**config.mk**
```make
export PLATFORM = sky130hd
export DESIGN_NAME = array_list_table_unit
export DESIGN_NICKNAME = d
export VERILOG_FILES = /design/src/design/alt_pkg.sv /design/src/design/alt_ram.sv /design/src/design/alt_ctrl.sv /design/src/design/array_list_table_unit.sv
export SDC_FILE = /design/constraint.sdc
export NUM_CORES = 1
export LEC_CHECK = 0
export ABC_AREA = 1
export BUFFER_PORTS_ARGS = -buffer_cell sky130_fd_sc_hd__buf_2
export CAP_MARGIN = 20
export CORE_MARGIN = 2
export CORE_UTILIZATION = 50
export CTS_BUF_LIST = sky130_fd_sc_hd__clkbuf_8
export CTS_CLUSTER_DIAMETER = 30
export DETAILED_ROUTE_END_ITERATION = 7
export GPL_TIMING_DRIVEN = 0
export PLACE_DENSITY = 0.65
export SYNTH_ARGS = -nofsm -noshare
export SYNTH_HDL_FRONTEND = slang
export SYNTH_SLANG_ARGS = --single-unit
export TNS_END_PERCENT = 100
```
**constraint.sdc**
```tcl
create_clock -name clk -period 7.55 [get_ports clk]
set_clock_uncertainty 0.1 [all_clocks]
set_input_delay 1.51 -clock clk [delete_from_list [all_inputs] [get_ports clk]]
set_output_delay 1.51 -clock clk [all_outputs]
set_load 0.02 [all_outputs]
```
**src/design/alt_pkg.sv**
```systemverilog
// Shared types, constants and helpers for the array list table.
package alt_pkg;

  localparam int DEPTH      = 16;
  localparam int WORD_BITS  = 32;
  localparam int DATA_BITS  = 32;
  localparam int KIND_BITS  = 3;
  localparam int INDEX_BITS = 4;
  localparam int COUNT_BITS = 5;
  localparam int ADDR_BITS  = $clog2(DEPTH);
  localparam int CNT_BITS   = $clog2(DEPTH + 1);

  typedef enum logic [KIND_BITS-1:0] {
    KIND_READ   = 3'd0,
    KIND_WRITE  = 3'd1,
    KIND_APPEND = 3'd2,
    KIND_INSERT = 3'd3,
    KIND_REMOVE = 3'd4
  } kind_t;

  typedef enum logic [1:0] {
    ST_DONE  = 2'd0,
    ST_RANGE = 2'd1,
    ST_FULL  = 2'd2
  } status_t;

  typedef enum logic [2:0] {
    S_IDLE,
    S_RD,
    S_INS,
    S_INS_PUT,
    S_REM_HEAD,
    S_REM
  } state_t;

  typedef struct packed {
    logic                 we;
    logic [ADDR_BITS-1:0] waddr;
    logic [WORD_BITS-1:0] wdata;
    logic                 re;
    logic [ADDR_BITS-1:0] raddr;
  } ram_req_t;

  typedef struct packed {
    logic [DATA_BITS-1:0]  data;
    status_t               status;
    logic [COUNT_BITS-1:0] count;
  } res_t;

  // Sign-extend a stored word and keep the low data bits.
  function automatic logic [DATA_BITS-1:0] widen_word(input logic [WORD_BITS-1:0] w);
    logic signed [63:0] x;
    x = 64'(signed'(w));
    return x[DATA_BITS-1:0];
  endfunction

endpackage

```
**src/design/alt_ram.sv**
```systemverilog
// Generic single-write, single-read RAM with registered read data.
module alt_ram #(
  parameter int WIDTH = 32,
  parameter int DEPTH = 16
) (
  input  logic                     clk,
  input  logic                     we,
  input  logic [$clog2(DEPTH)-1:0] waddr,
  input  logic [WIDTH-1:0]         wdata,
  input  logic                     re,
  input  logic [$clog2(DEPTH)-1:0] raddr,
  output logic [WIDTH-1:0]         rdata
);

  logic [WIDTH-1:0] mem [DEPTH];
  logic [WIDTH-1:0] rdata_r;

  always_ff @(posedge clk) begin
    if (we) begin
      mem[waddr] <= wdata;
    end
    // hold read data until the next read
    if (re) begin
      rdata_r <= mem[raddr];
    end
  end

  assign rdata = rdata_r;

endmodule

```
**src/design/alt_ctrl.sv**
```systemverilog
// Request sequencer: decodes requests, moves entries through the RAM, keeps the count.
module alt_ctrl (
  input  logic                             clk,
  input  logic                             rst_n,
  input  logic                             in_valid,
  output logic                             in_stall,
  input  logic [alt_pkg::KIND_BITS-1:0]    in_kind,
  input  logic [alt_pkg::INDEX_BITS-1:0]   in_index,
  input  logic [alt_pkg::DATA_BITS-1:0]    in_value,
  input  logic                             res_ready,
  output alt_pkg::ram_req_t                ram_req,
  input  logic [alt_pkg::WORD_BITS-1:0]    ram_rdata,
  output logic                             res_valid,
  output alt_pkg::res_t                    res
);
  import alt_pkg::*;

  state_t               state_r, state_nxt;
  logic [ADDR_BITS-1:0] ptr_r, ptr_nxt;
  logic [ADDR_BITS-1:0] pos_r, pos_nxt;
  logic [WORD_BITS-1:0] word_r, word_nxt;
  logic [DATA_BITS-1:0] data_r, data_nxt;
  logic [CNT_BITS-1:0]  length_r, length_nxt;

  logic                 in_accept;
  logic [31:0]          idx32;
  logic [ADDR_BITS-1:0] idx_a;
  logic                 in_range;
  logic                 full;
  logic                 more;
  logic [WORD_BITS-1:0] word_in;
  logic [CNT_BITS-1:0]  len_inc;
  logic [CNT_BITS-1:0]  len_dec;
  kind_t                kind;

  assign in_stall  = !((state_r == S_IDLE) && res_ready);
  assign in_accept = in_valid && !in_stall;
  assign kind      = kind_t'(in_kind);
  assign idx32     = 32'(in_index);
  assign idx_a     = idx32[ADDR_BITS-1:0];
  assign in_range  = idx32 < 32'(length_r);
  assign full      = length_r >= CNT_BITS'(DEPTH);
  assign word_in   = WORD_BITS'(in_value);
  assign len_inc   = length_r + CNT_BITS'(1);
  assign len_dec   = length_r - CNT_BITS'(1);
  // another entry above ptr still has to move down
  assign more      = (CNT_BITS'(ptr_r) + CNT_BITS'(1)) < length_r;

  // next state
  always_comb begin
    state_nxt = state_r;
    unique case (state_r)
      S_IDLE: begin
        if (in_accept && in_range) begin
          unique case (kind)
            KIND_READ:   state_nxt = S_RD;
            KIND_INSERT: state_nxt = full ? S_IDLE : S_INS;
            KIND_REMOVE: state_nxt = S_REM_HEAD;
            default:     state_nxt = S_IDLE;
          endcase
        end
      end
      S_RD:       state_nxt = S_IDLE;
      S_INS:      state_nxt = (ptr_r == pos_r) ? S_INS_PUT : S_INS;
      S_INS_PUT:  state_nxt = S_IDLE;
      S_REM_HEAD: state_nxt = more ? S_REM : S_IDLE;
      S_REM:      state_nxt = more ? S_REM : S_IDLE;
      default:    state_nxt = S_IDLE;
    endcase
  end

  // outputs and datapath
  always_comb begin
    ram_req.we    = 1'b0;
    ram_req.waddr = ptr_r + ADDR_BITS'(1);
    ram_req.wdata = ram_rdata;
    ram_req.re    = 1'b0;
    ram_req.raddr = ptr_r - ADDR_BITS'(1);
    res_valid     = 1'b0;
    res.data      = '0;
    res.status    = ST_DONE;
    res.count     = COUNT_BITS'(length_r);
    length_nxt    = length_r;
    ptr_nxt       = ptr_r;
    pos_nxt       = pos_r;
    word_nxt      = word_r;
    data_nxt      = data_r;
    unique case (state_r)
      S_IDLE: begin
        if (in_accept) begin
          pos_nxt  = idx_a;
          word_nxt = word_in;
          unique case (kind)
            KIND_READ: begin
              if (in_range) begin
                ram_req.re    = 1'b1;
                ram_req.raddr = idx_a;
              end else begin
                res_valid  = 1'b1;
                res.status = ST_RANGE;
              end
            end
            KIND_WRITE: begin
              res_valid = 1'b1;
              if (in_range) begin
                ram_req.we    = 1'b1;
                ram_req.waddr = idx_a;
                ram_req.wdata = word_in;
              end else begin
                res.status = ST_RANGE;
              end
            end
            KIND_APPEND: begin
              res_valid = 1'b1;
              if (full) begin
                res.status = ST_FULL;
              end else begin
                ram_req.we    = 1'b1;
                ram_req.waddr = length_r[ADDR_BITS-1:0];
                ram_req.wdata = word_in;
                length_nxt    = len_inc;
                res.count     = COUNT_BITS'(len_inc);
              end
            end
            KIND_INSERT: begin
              if (!in_range) begin
                res_valid  = 1'b1;
                res.status = ST_RANGE;
              end else if (full) begin
                res_valid  = 1'b1;
                res.status = ST_FULL;
              end else begin
                // start from the last entry and walk down
                ram_req.re    = 1'b1;
                ram_req.raddr = len_dec[ADDR_BITS-1:0];
                ptr_nxt       = len_dec[ADDR_BITS-1:0];
              end
            end
            KIND_REMOVE: begin
              if (in_range) begin
                ram_req.re    = 1'b1;
                ram_req.raddr = idx_a;
                ptr_nxt       = idx_a;
              end else begin
                res_valid  = 1'b1;
                res.status = ST_RANGE;
              end
            end
            default: begin
              res_valid = 1'b1;
            end
          endcase
        end
      end
      S_RD: begin
        res_valid = 1'b1;
        res.data  = widen_word(ram_rdata);
      end
      S_INS: begin
        // move entry ptr up one place, fetch the one below
        ram_req.we = 1'b1;
        if (ptr_r != pos_r) begin
          ram_req.re = 1'b1;
          ptr_nxt    = ptr_r - ADDR_BITS'(1);
        end
      end
      S_INS_PUT: begin
        ram_req.we    = 1'b1;
        ram_req.waddr = pos_r;
        ram_req.wdata = word_r;
        length_nxt    = len_inc;
        res_valid     = 1'b1;
        res.count     = COUNT_BITS'(len_inc);
      end
      S_REM_HEAD: begin
        data_nxt = widen_word(ram_rdata);
        if (more) begin
          ram_req.re    = 1'b1;
          ram_req.raddr = ptr_r + ADDR_BITS'(1);
          ptr_nxt       = ptr_r + ADDR_BITS'(1);
        end else begin
          length_nxt = len_dec;
          res_valid  = 1'b1;
          res.data   = widen_word(ram_rdata);
          res.count  = COUNT_BITS'(len_dec);
        end
      end
      S_REM: begin
        // move entry ptr down one place
        ram_req.we    = 1'b1;
        ram_req.waddr = ptr_r - ADDR_BITS'(1);
        if (more) begin
          ram_req.re    = 1'b1;
          ram_req.raddr = ptr_r + ADDR_BITS'(1);
          ptr_nxt       = ptr_r + ADDR_BITS'(1);
        end else begin
          length_nxt = len_dec;
          res_valid  = 1'b1;
          res.data   = data_r;
          res.count  = COUNT_BITS'(len_dec);
        end
      end
      default: begin
        res_valid = 1'b0;
      end
    endcase
  end

  always_ff @(posedge clk) begin
    if (!rst_n) begin
      state_r  <= S_IDLE;
      length_r <= '0;
    end else begin
      state_r  <= state_nxt;
      length_r <= length_nxt;
    end
  end

  always_ff @(posedge clk) begin
    ptr_r  <= ptr_nxt;
    pos_r  <= pos_nxt;
    word_r <= word_nxt;
    data_r <= data_nxt;
  end

`ifndef SYNTHESIS
  a_len_bound: assert property (@(posedge clk) disable iff (!rst_n)
    length_r <= CNT_BITS'(DEPTH))
    else $error("list count above capacity");

  a_len_on_result: assert property (@(posedge clk) disable iff (!rst_n)
    (length_r != length_nxt) |-> res_valid)
    else $error("count changed without a result");

  a_ins_floor: assert property (@(posedge clk) disable iff (!rst_n)
    (state_r == S_INS) |-> (ptr_r >= pos_r))
    else $error("insert shift went below the insert position");

  a_ins_put: assert property (@(posedge clk) disable iff (!rst_n)
    (state_r == S_INS && ptr_r == pos_r) |=> (state_r == S_INS_PUT))
    else $error("insert did not store the new word after the shift");

  a_res_src: assert property (@(posedge clk) disable iff (!rst_n)
    res_valid |-> (state_r != S_IDLE || in_accept))
    else $error("result without a request");
`endif

endmodule

```
**src/design/array_list_table_unit.sv**
```systemverilog
// Array list table: ordered list of signed words with read, overwrite, append, insert, remove.
//
// The block keeps up to DEPTH words in one RAM with a single write port and a
// registered read, plus a count of stored words. Each request gives exactly
// one result word: data read or removed, status and new count. Insert and
// remove shift the entries from the index onward one entry per cycle through
// the RAM write port. One request is in flight at a time; a new one is taken
// when the sequencer is idle and the output register is empty or being
// drained. No clearing pass is needed after reset.
module array_list_table_unit (
  input  logic                                  clk,
  input  logic                                  rst_n,
  input  logic                                  in_valid,
  output logic                                  in_stall,
  input  logic [alt_pkg::KIND_BITS-1:0]         in_kind,
  input  logic [alt_pkg::INDEX_BITS-1:0]        in_index,
  input  logic signed [alt_pkg::DATA_BITS-1:0]  in_value,
  output logic                                  out_valid,
  input  logic                                  out_stall,
  output logic signed [alt_pkg::DATA_BITS-1:0]  out_data,
  output logic [1:0]                            out_status,
  output logic [alt_pkg::COUNT_BITS-1:0]        out_count
);
  import alt_pkg::*;

  ram_req_t             ram_req;
  logic [WORD_BITS-1:0] ram_rdata;
  logic                 res_valid;
  res_t                 res;
  logic                 res_ready;
  logic                 out_valid_r, out_valid_nxt;
  res_t                 out_r;

  assign res_ready = !out_valid_r || !out_stall;

  alt_ctrl u_ctrl (
    .clk       (clk),
    .rst_n     (rst_n),
    .in_valid  (in_valid),
    .in_stall  (in_stall),
    .in_kind   (in_kind),
    .in_index  (in_index),
    .in_value  (in_value),
    .res_ready (res_ready),
    .ram_req   (ram_req),
    .ram_rdata (ram_rdata),
    .res_valid (res_valid),
    .res       (res)
  );

  alt_ram #(
    .WIDTH (WORD_BITS),
    .DEPTH (DEPTH)
  ) u_ram (
    .clk   (clk),
    .we    (ram_req.we),
    .waddr (ram_req.waddr),
    .wdata (ram_req.wdata),
    .re    (ram_req.re),
    .raddr (ram_req.raddr),
    .rdata (ram_rdata)
  );

  // load a new word, else hold while stalled, else drop
  always_comb begin
    priority if (res_valid) begin
      out_valid_nxt = 1'b1;
    end else if (out_stall) begin
      out_valid_nxt = out_valid_r;
    end else begin
      out_valid_nxt = 1'b0;
    end
  end

  always_ff @(posedge clk) begin
    if (!rst_n) begin
      out_valid_r <= 1'b0;
    end else begin
      out_valid_r <= out_valid_nxt;
    end
  end

  always_ff @(posedge clk) begin
    if (res_valid) begin
      out_r <= res;
    end
  end

  assign out_valid  = out_valid_r;
  assign out_data   = signed'(out_r.data);
  assign out_status = out_r.status;
  assign out_count  = out_r.count;

endmodule

```
[Yosys cells after proc, flatten, opt, wreduce, memory -nomap -nowiden]
Memory sizes are Yosys's and may differ from the RTL's. A register that Yosys moved wholly into a read port is not among the register bits.
Cells that the tools add are included.
Cells by class
  $add $sub $neg: 5
  magnitude comparators: 3
  equality and inequality tests: 20
  muxes and demuxes: 54
  reductions and logical operators: 19
Operators with widths (number)
  case mux 32 bit (3 select lines): 1
  two-way mux 37 bit: 2
  case mux 37 bit (2 select lines): 1
  two-way mux 32 bit: 2
  case mux 32 bit (2 select lines): 1
  two-way mux 5 bit: 9
  two-way mux 42 bit: 1
  case mux 5 bit (3 select lines): 2
  two-way mux 4 bit: 6
  case mux 4 bit (3 select lines): 2
  case mux 3 bit (3 select lines): 2
  case mux 4 bit (2 select lines): 2
  == test 3 x 2 -> 1 bit, second input constant: 4
  two-way mux 1 bit: 12
  case mux 5 bit (2 select lines): 1
  == test 3 bit, second input constant: 3
  inequality test 2 x 1 -> 1 bit, second input constant: 4
  AND reduction 8 bit: 1
  == test 3 x 1 -> 1 bit, second input constant: 2
  logical NOT 3 bit: 2
  two-way mux 2 bit: 3
  two-way mux 3 bit: 2
  inequality test 3 x 2 -> 1 bit, second input constant: 2
  inequality test 3 bit, second input constant: 2
  other kinds (21): 32
Word-level totals
  register bits after elaboration: 120
  memory bits (writable): 512
  input bits: 43
  memories: 1
Memories
  u_ram.mem: depth 16, width 32, rd ports 1, clocked after Yosys merged registers in 1, wr ports 1, RTL line alt_ram.sv:15  | logic [WIDTH-1:0] mem [DEPTH];

[Longest topological paths before layout]
Gate-level depths: netlist (run 1).
  depth after elaboration: 8
  gate-level depth with buffers: 22
  depth with buffers taken out: 19

[Hierarchy]
A second synthesis (run 1) with hierarchy kept.
Unflattened totals
  cells, all modules: 2911
  area total of the unflattened synthesis: 29748.5 um^2
By module, submodules not included
  alt_ram: times used 1, cells an instance 2120, area an instance 23050.9 um^2, seq. area each 16335.7 um^2
  alt_ctrl: times used 1, cells an instance 747, area an instance 5484.0 um^2, seq. area each 2322.2 um^2
  array_list_table_unit: times used 1, cells an instance 44, area an instance 1213.7 um^2, seq. area each 1191.1 um^2

[Worst setup path before layout (run 1)]
Ideal clock, no wire load.
  path kind: input to register
  start: in in_index[3] (netlist name)
  end: mem u_ram.mem[4][0], enable pin
  setup time: 0.421 ns
  data arrival time: 4.544 ns
  required time: 7.029 ns
  slack: 2.485 ns
  cell stages on the path: 14
  path through: ha_1 inv_1 nor2_8 nand2_2 nand3_2 buf_4 or2_1 nand2_1 a21oi_1 o21ai_0 nand2_1 nor2_1 nand3_1 nor2_1
Between the ends
  cells in the longest elaborated chain, start to end: 7
  elaborated cells on any way between the ends: 8
  those cells by class: order compare: 1; mux: 7
Ends and longest elaborated chain
  from (decl): RTL line array_list_table_unit.sv:16  | input logic [alt_pkg::INDEX_BITS-1:0] in_index,
  less-than comparator 4 x 5 -> 1 bit: RTL line alt_ctrl.sv:41  | assign in_range = idx32 < 32'(length_r);
  two-way mux 37 bit (*): RTL line alt_ctrl.sv:105  | if (in_range) begin
  case mux 37 bit (2 select lines) (*): RTL line alt_ctrl.sv:93  | unique case (kind)
  two-way mux 42 bit (*): RTL line alt_ctrl.sv:90  | if (in_accept) begin
  case mux 1 bit (2 select lines): RTL line alt_ctrl.sv:88  | unique case (state_r)
  two-way mux 1 bit: RTL line alt_ram.sv:19  | if (we) begin
  two-way mux 1 bit (implied by the code): RTL line alt_ram.sv:20  | mem[waddr] <= wdata;
  to (decl): RTL line alt_ram.sv:15
Mark *: on every way between the ends. The rest lies on a longest branch, timed or not.

[Worst setup path in the final report (run 1)]
  start: reg u_ctrl.ptr_r[2]
  end: reg u_ram.rdata_r[18] (netlist: u_ram.rdata[18]) (read register of u_ram.mem) (data pin)
Between the ends
  cells in the longest elaborated chain, start to end: 6
  elaborated cells on any way between the ends: 14
  those cells by class: add/sub: 3; order compare: 1; eq/ne: 1; mux: 9
Ends and longest elaborated chain
  from (decl): RTL line alt_ctrl.sv:19  | logic [ADDR_BITS-1:0] ptr_r, ptr_nxt;
  from (signal assigned): RTL line alt_ctrl.sv:220  | ptr_r <= ptr_nxt;
  branches (longest 6 deep; another with adder 4 x 1 -> 5 bit)
  to (decl): RTL line alt_ram.sv:16  | logic [WIDTH-1:0] rdata_r;
Parallel ways; which one is timed is not known.
A chain may end at the register's enable or synchronous reset.

==> results of run 1 <==
per-stage QoR:
step	hold slack [ps]	worst slack (ps)	total power, uW	std cells	TNS, ps
6_report	384	2480	9970	4171	0
5_1_grt	395	2270	10300	4170	0
4_1_cts	382	2510	9980	4170	0
3_5_place_dp	370	1920	5640	3916	0
3_3_place_gp	364	-3.50	5580	3870	-28.5
2_1_floorplan	350	2480	5060	3005	0
routing by layer:
metal	global-route usage, %	vias up
met5	0	-
met4	13.0	2
met3	6.43	208
met2	47.4	1289
met1	41.2	11000
li1	-	10600
report_power, final:
group | total (uW) | internal (uW) | leakage, uW | switching (uW)
registers | 4220 | 4190 | 0.00604 | 27.8
logic | 1390 | 352 | 0.00735 | 1040
clock network | 4360 | 2660 | 0.00166 | 1700
placed cells by master (no fill, tap or decap), types with 19 or more instances in the layout:
master	netlist	final
a21oi_1	19	19
a22oi_1	35	35
buf_2	77	160
buf_4	26	42
bufinv_16	0	25
clkbuf_1	52	51
clkbuf_8	0	143
clkinv_1	90	110
clkinv_2	0	29
edfxtp_1	655	655
inv_1	234	246
inv_2	26	26
nand2_1	1072	1072
nand3_1	353	353
nand3b_1	131	131
nor2_1	55	39
o21ai_0	79	55
state kept, by name, summed over array words and instances, names as in the netlist:
name             cells
u_ctrl.data_r       32
u_ctrl.ptr_r         4
out_valid            1
u_ctrl.state_r       3
u_ram.rdata         32
out_status           2
out_data            32
u_ctrl.pos_r         4
u_ctrl.word_r       32
u_ctrl.length_r      5
u_ram.mem          512
out_count            5
layout make-up:
cell class	count	area share [%]
multi-input combinational	1825	24.0
clock inverter	111	3.42
timing repair buffer	129	3.14
buffer	166	2.28
clock buffer	143	5.48
tap	782	2.73
inverter	350	3.66
sequential	664	55.3
antenna	1	0.00697
kinds of logic after synthesis:
group                    after synthesis  synth area share, %
AO/OA/AOI/OAI                        170                 3.38
XOR/XNOR                              12                0.346
AND/OR/NAND/NOR                     1632                 23.5
flip-flops                           664                 65.3
buffers and inverters                516                 7.01
adder cells (fa/ha/maj)               11                0.453
worst paths after layout:
check                       startpoint                           to  slack [ps]  cells after the start
max          u_ctrl.ptr_r[2]$_DFFE_PP_    u_ram.rdata[18]$_DFFE_PP_        2480                     20
min reg2reg  u_ram.rdata[22]$_DFFE_PP_  u_ctrl.data_r[22]$_DFFE_PP_         380                      0
min          u_ram.rdata[22]$_DFFE_PP_  u_ctrl.data_r[22]$_DFFE_PP_         380                      0
max reg2reg  u_ctrl.ptr_r[2]$_DFFE_PP_    u_ram.rdata[18]$_DFFE_PP_        2480                     20
==> run_results.csv, run 1 <==
group,metric,value,unit
synthesis,seq_area_frac_synth,65.3,%
routing,viasPerCell,5.55,
synthesis,ys_top_cells_by_area,"edfxtp_1, nand2_1, nand3_1",
routing,drt-initial-drc-count,2789,
power_and_ir_drop,peakVddDrop,0.000173,V
clock_tree,post_cts_resized,0,
routing,first_pass_iters,8,
final_layout,final_core_util,59.6,%
synthesis,netlist_top_cells_count,"nand2_1, edfxtp_1, nand3_1",
clock_tree,clock_sinks,664,
place,portBuffers,83,
status,status,"complete, no violations",
final_layout,drive_above_1_share,15.6,%
floorplanning,die_area,62800,sq um
sta,relSlewSlack,20.6,%
critical_path,cp_common_cell,"nand2_1",
routing,routed-wl-met3,10200,microns
run,cap_viol_max_count,0,
floorplanning,core_area,60200,sq um
grt,grt.total_usage,30.3,%
synthesis,synth_most_common_cell,"nand2_1",
synthesis,synth_cell_types,41,
synthesis,synth-edff-count,655,
grt,antenna_found_initial,2,
final_layout,multi_input_area,8620,sq um
grt,grt_overflow_total,0,
routing,vias,23100,
clock_tree,postCtsSetupBuffers,0,
critical_path,cp-start-kind,"flip-flop",
sta,period_needed,5070,ps
synthesis,postSynthNetCount,3059,
synthesis,syn_avg_cell_area,10.1,sq um
floorplanning,die_h,251,microns
grt,grt_pass1_vias,22400,
floorplanning,dieWidth,251,microns
synthesis,ys_ff_latch,664,
routing,routed.top_layer,"met5",
routing,routed_wl,94800,microns
synthesis,syn-cell-area,30400,sq um
sta,timing.final.crit_share,67.1,%
sta,hold_violations,0,
final_layout,design_area,35900,sq um
place,placed_area,32700,sq um
floorplanning,row_count,90,
final_layout,num-nets-final,3330,
routing,routedWlPerCell,22.7,microns
clock_tree,cts_tree,"built",
clock_tree,clock_latency,800,ps
sta,tightest_slew,1190,ps
final_layout,nFillCells,4992,
critical_path,crit_chain,"clkbuf_1, nand3_1, xor2_1, inv_1, ha_1, nand2_1, inv_1, o21ai_0, nand3_1, buf_2, nand2_2, nand2_1, nand2_1, nand3_1, inv_2, clkbuf_1, nand3_1, nand2_1, nand2_1, nand2_1",
clock_tree,root_buffer,"clkbuf_8",
critical_path,crit_required,8070,ps
worst_hold_path,hold_path.class,"flip-flop to flip-flop",
clock_tree,cts_buffer_depth,3,
place,dp_hpwl,65900,microns
critical_path,critPathMaxFanout,10,
routing,dr_wl_met2,43000,microns
critical_path,path_delay_family,"buffers and inverters",
critical_path,crit_arrival,5580,ps
routing,wl_met1,38300,microns
clock_tree,cts_buffers,140,
clock_tree,ctsHoldBuffers,0,
synthesis,yosysWarningCount,0,
routing,antenna_left,0,
floorplanning,top_level_ports,84,
clock_tree,clk_pin_slew,50,ps
critical_path,cp_num_buf_inv,6,
sta,slew_violations,0,
synthesis,synth_top_area_share,64.7,%
floorplanning,initial_core_util,50.5,%
sta,setup_viol,0,
synthesis,syn_inst,3005,
critical_path,end_kind,"flip-flop",
synthesis,synthArstFlopShare,0,%
sta,fmax,0.197,GHz
final_layout,ff_latch_area,19800,sq um
synthesis,synth_top_cell_by_area,"edfxtp_1",
critical_path,crit_type,"flip-flop to flip-flop",
final_layout,area_delta_synth_final,18.1,%
place,place_congestion,0.910,
sta,rsz0062_at_grt,"false",
grt,grt_max_degree,33,
power_and_ir_drop,p_per_area,278,nW/um^2
routing,drc,0,
clock_tree,htree_levels,4,
critical_path,critPathMaxStageDelay,840,ps
power_and_ir_drop,leakagePower,0.0150,uW
grt,grt_pass1_wl,139000,microns
synthesis,ys.flop_type,"edfxtp_1",
critical_path,slowest_stage,"clkbuf_1",
No activity file was read; power rests on OpenSTA's default activity.
==> inputs of run 2 (changes only) <==
--- a/config.mk
+++ b/config.mk
@@ -14,7 +14,7 @@
 export CTS_CLUSTER_DIAMETER = 30
 export DETAILED_ROUTE_END_ITERATION = 7
 export GPL_TIMING_DRIVEN = 0
-export PLACE_DENSITY = 0.65
+export PLACE_DENSITY = 0.68
 export SYNTH_ARGS = -nofsm -noshare
 export SYNTH_HDL_FRONTEND = slang
 export SYNTH_SLANG_ARGS = --single-unit
==> constraint.sdc (replaced) <==
create_clock -name clk -period 4.5 [get_ports clk]
set_clock_uncertainty 0.1 [all_clocks]
set_input_delay 0.9 -clock clk [delete_from_list [all_inputs] [get_ports clk]]
set_output_delay 0.9 -clock clk [all_outputs]
set_load 0.02 [all_outputs]
==> run 2 against run 1 <==
Clock power is 56% higher. Final cell count is 0.34% higher. Largest power group is now registers. Largest cell class unchanged. Highest routed layer unchanged. Via count up 1.0%. Utilization is essentially flat. Critical endpoint is now u_ram.rdata[17]$_DFFE_PP_. Worst setup slack lost 2400 ps.
==> run_results.csv, run 2 (same netlist as run 1, synthesis figures left out) <==
group,metric,value,unit
status,status,"complete, no violations",
sta,period_needed,4420,ps
critical_path,critPathMaxFanout,10,
routing,routed_wl,94800,microns
final_layout,num-nets-final,3342,
final_layout,final_cell_mix,"nand2_1, edfxtp_1, nand3_1",
sta,slew_violations,0,
grt,grt_max_degree,36,
grt,grt_pass1_vias,22400,
sta,hold_violations,0,
clock_tree,cts_tree,"built",
grt,antenna_found_initial,7,
sta,setup_viol,0,
routing,drt-initial-drc-count,2734,
clock_tree,cts_buffers,141,
routing,routedWlPerCell,22.6,microns
worst_hold_path,hold_path.class,"primary input to flip-flop",
final_layout,area_delta_synth_final,18.0,%
critical_path,critPathLaunch,"u_ctrl.ptr_r[0]$_DFFE_PP_",
critical_path,cp-endpoint,"u_ram.rdata[17]$_DFFE_PP_",
place,dp_hpwl,65200,microns
routing,antenna_left,0,
critical_path,crit_arrival,4770,ps
critical_path,crit_type,"flip-flop to flip-flop",
final_layout,ff_latch_area,19800,sq um
final_layout,design_area,35900,sq um
clock_tree,clock_sinks,664,
critical_path,critPathMaxStageDelay,410,ps
place,place_ws,-354,ps
place,placed_area,32700,sq um
critical_path,r2r_end,"u_ram.rdata[17]$_DFFE_PP_",
sta,setup_slack,78.5,ps
final_layout,regMostFlops,"u_ram.mem",
clock_tree,cts_buffer_depth,3,
floorplanning,die_h,251,microns
critical_path,crit_required,4850,ps
sta,relSlewSlack,26.1,%
critical_path,reg2reg_from,"u_ctrl.ptr_r[0]$_DFFE_PP_",
critical_path,regToRegSetupSlack,80,ps
floorplanning,top_level_ports,84,
routing,vias,23400,
grt,grt_overflow_total,0,
final_layout,largest_reg_flops,512,
clock_tree,clock_latency,780,ps
critical_path,cp-start-kind,"flip-flop",
place,place_congestion,0.901,
routing,first_pass_iters,6,
floorplanning,row_count,90,
power_and_ir_drop,leakagePower,0.0150,uW
critical_path,end_kind,"flip-flop",
floorplanning,core_area,60200,sq um
sta,tightest_slew,1110,ps
routing,drc,0,
routing,viasPerCell,5.59,
final_layout,final_core_util,59.6,%
sta,fmax,0.226,GHz
floorplanning,die_area,62800,sq um
clock_tree,clk_pin_slew,50,ps
final_layout,nFillCells,5017,
sta,holdWs,214,ps
final_layout,final_common_cell,"nand2_1",
grt,grt.total_usage,30.1,%
grt,grt_pass1_wl,139000,microns
floorplanning,initial_core_util,50.5,%
place,portBuffers,83,
critical_path,cp_common_cell,"nand2_1",
sta,timing.final.crit_share,98.3,%
power_and_ir_drop,p_per_area,452,nW/um^2
clock_tree,htree_levels,4,
critical_path,slowest_stage,"edfxtp_1",
run,cap_viol_max_count,0,
critical_path,r2r_cells,22,
clock_tree,root_buffer,"clkbuf_8",
clock_tree,ctsHoldBuffers,0,
floorplanning,dieWidth,251,microns
final_layout,drive_above_1_share,15.7,%
final_layout,multi_input_area,8630,sq um
power_and_ir_drop,peakVddDrop,0.000345,V
critical_path,crit_chain,"buf_4, nand3_1, xor2_2, inv_1, ha_1, nand2_1, inv_1, o21ai_0, nand3_1, buf_4, nand2_2, nand2_1, nor2_1, nor2_1, nor2_2, buf_6, buf_4, nand2_1, nand3_1, nand2_1, nand2_1, nand2_1",
[run 2: power breakdown]
part,switching [uW],internal (uW),total (uW)
logic,1740,602,2340
registers,49.4,7040,7080
clock network,2870,3940,6810
total,4650,11600,16200
[run 2: metrics by stage]
step           power [uW]  instances  setup TNS [ps]
5_1_grt             16700       4185         -0.0902
4_1_cts             16200       4173               0
3_5_place_dp         9450       3916          -46420
3_3_place_gp         9350       3870        -1389350
6_report            16200       4185               0
2_1_floorplan        8490       3005               0
[run 2: critical path, delay by kind of cell (launching register included)]
family                     cells  cell delay (ps)
xor gates and xnor gates       1              270
DFF                            1              410
AOI/OAI and AO/OA              1               60
and+or+nand+nor               13             1700
adders and majority gates      1              290
buffers and inverters          6             1200
[run 2: worst min path at each step]
stage | start | end | slack (ps) | cells past startpoint
5_1_grt | in_value[25] | u_ctrl.word_r[25]$_DFFE_PP_ | 200 | 1
3_5_place_dp | u_ram.rdata[27]$_DFFE_PP_ | u_ctrl.data_r[27]$_DFFE_PP_ | 370 | 0
4_1_cts | in_value[16] | u_ctrl.word_r[16]$_DFFE_PP_ | 170 | 1
2_1_floorplan | u_ram.rdata[0]$_DFFE_PP_ | u_ctrl.data_r[0]$_DFFE_PP_ | 350 | 0
6_report | in_value[16] | u_ctrl.word_r[16]$_DFFE_PP_ | 210 | 1
3_3_place_gp | u_ram.rdata[6]$_DFFE_PP_ | u_ctrl.data_r[6]$_DFFE_PP_ | 370 | 0
[run 2: routing by layer]
metal / routed length, microns / vias to the layer above / global-route usage [%]
met3: 10100 / 210 / 6.35
met1: 38200 / 11200 / 41.0
met5: 13 / - / 0
met4: 3200 / 2 / 12.3
met2: 43300 / 1317 / 47.3
li1: - / 10600 / -
[run 2: cell type report]
| type | count | area share (%) |
|---|---|---|
| Clock buffer | 143 | 5.48 |
| Multi-Input combinational cell | 1825 | 24.0 |
| Buffer | 165 | 2.36 |
| Tap cell | 782 | 2.73 |
| Inverter | 350 | 3.67 |
| Timing Repair Buffer | 141 | 3.56 |
| Sequential cell | 664 | 55.3 |
| Clock inverter | 114 | 2.84 |
| Antenna cell | 1 | 0.00697 |
[run 2: repair_timing]
action	in CTS	in global routing
endpoints found under the setup margin	30	439
resized for setup	11	13
pin swaps	0	8
setup buffers	0	12
endpoints found under the hold margin	0	0
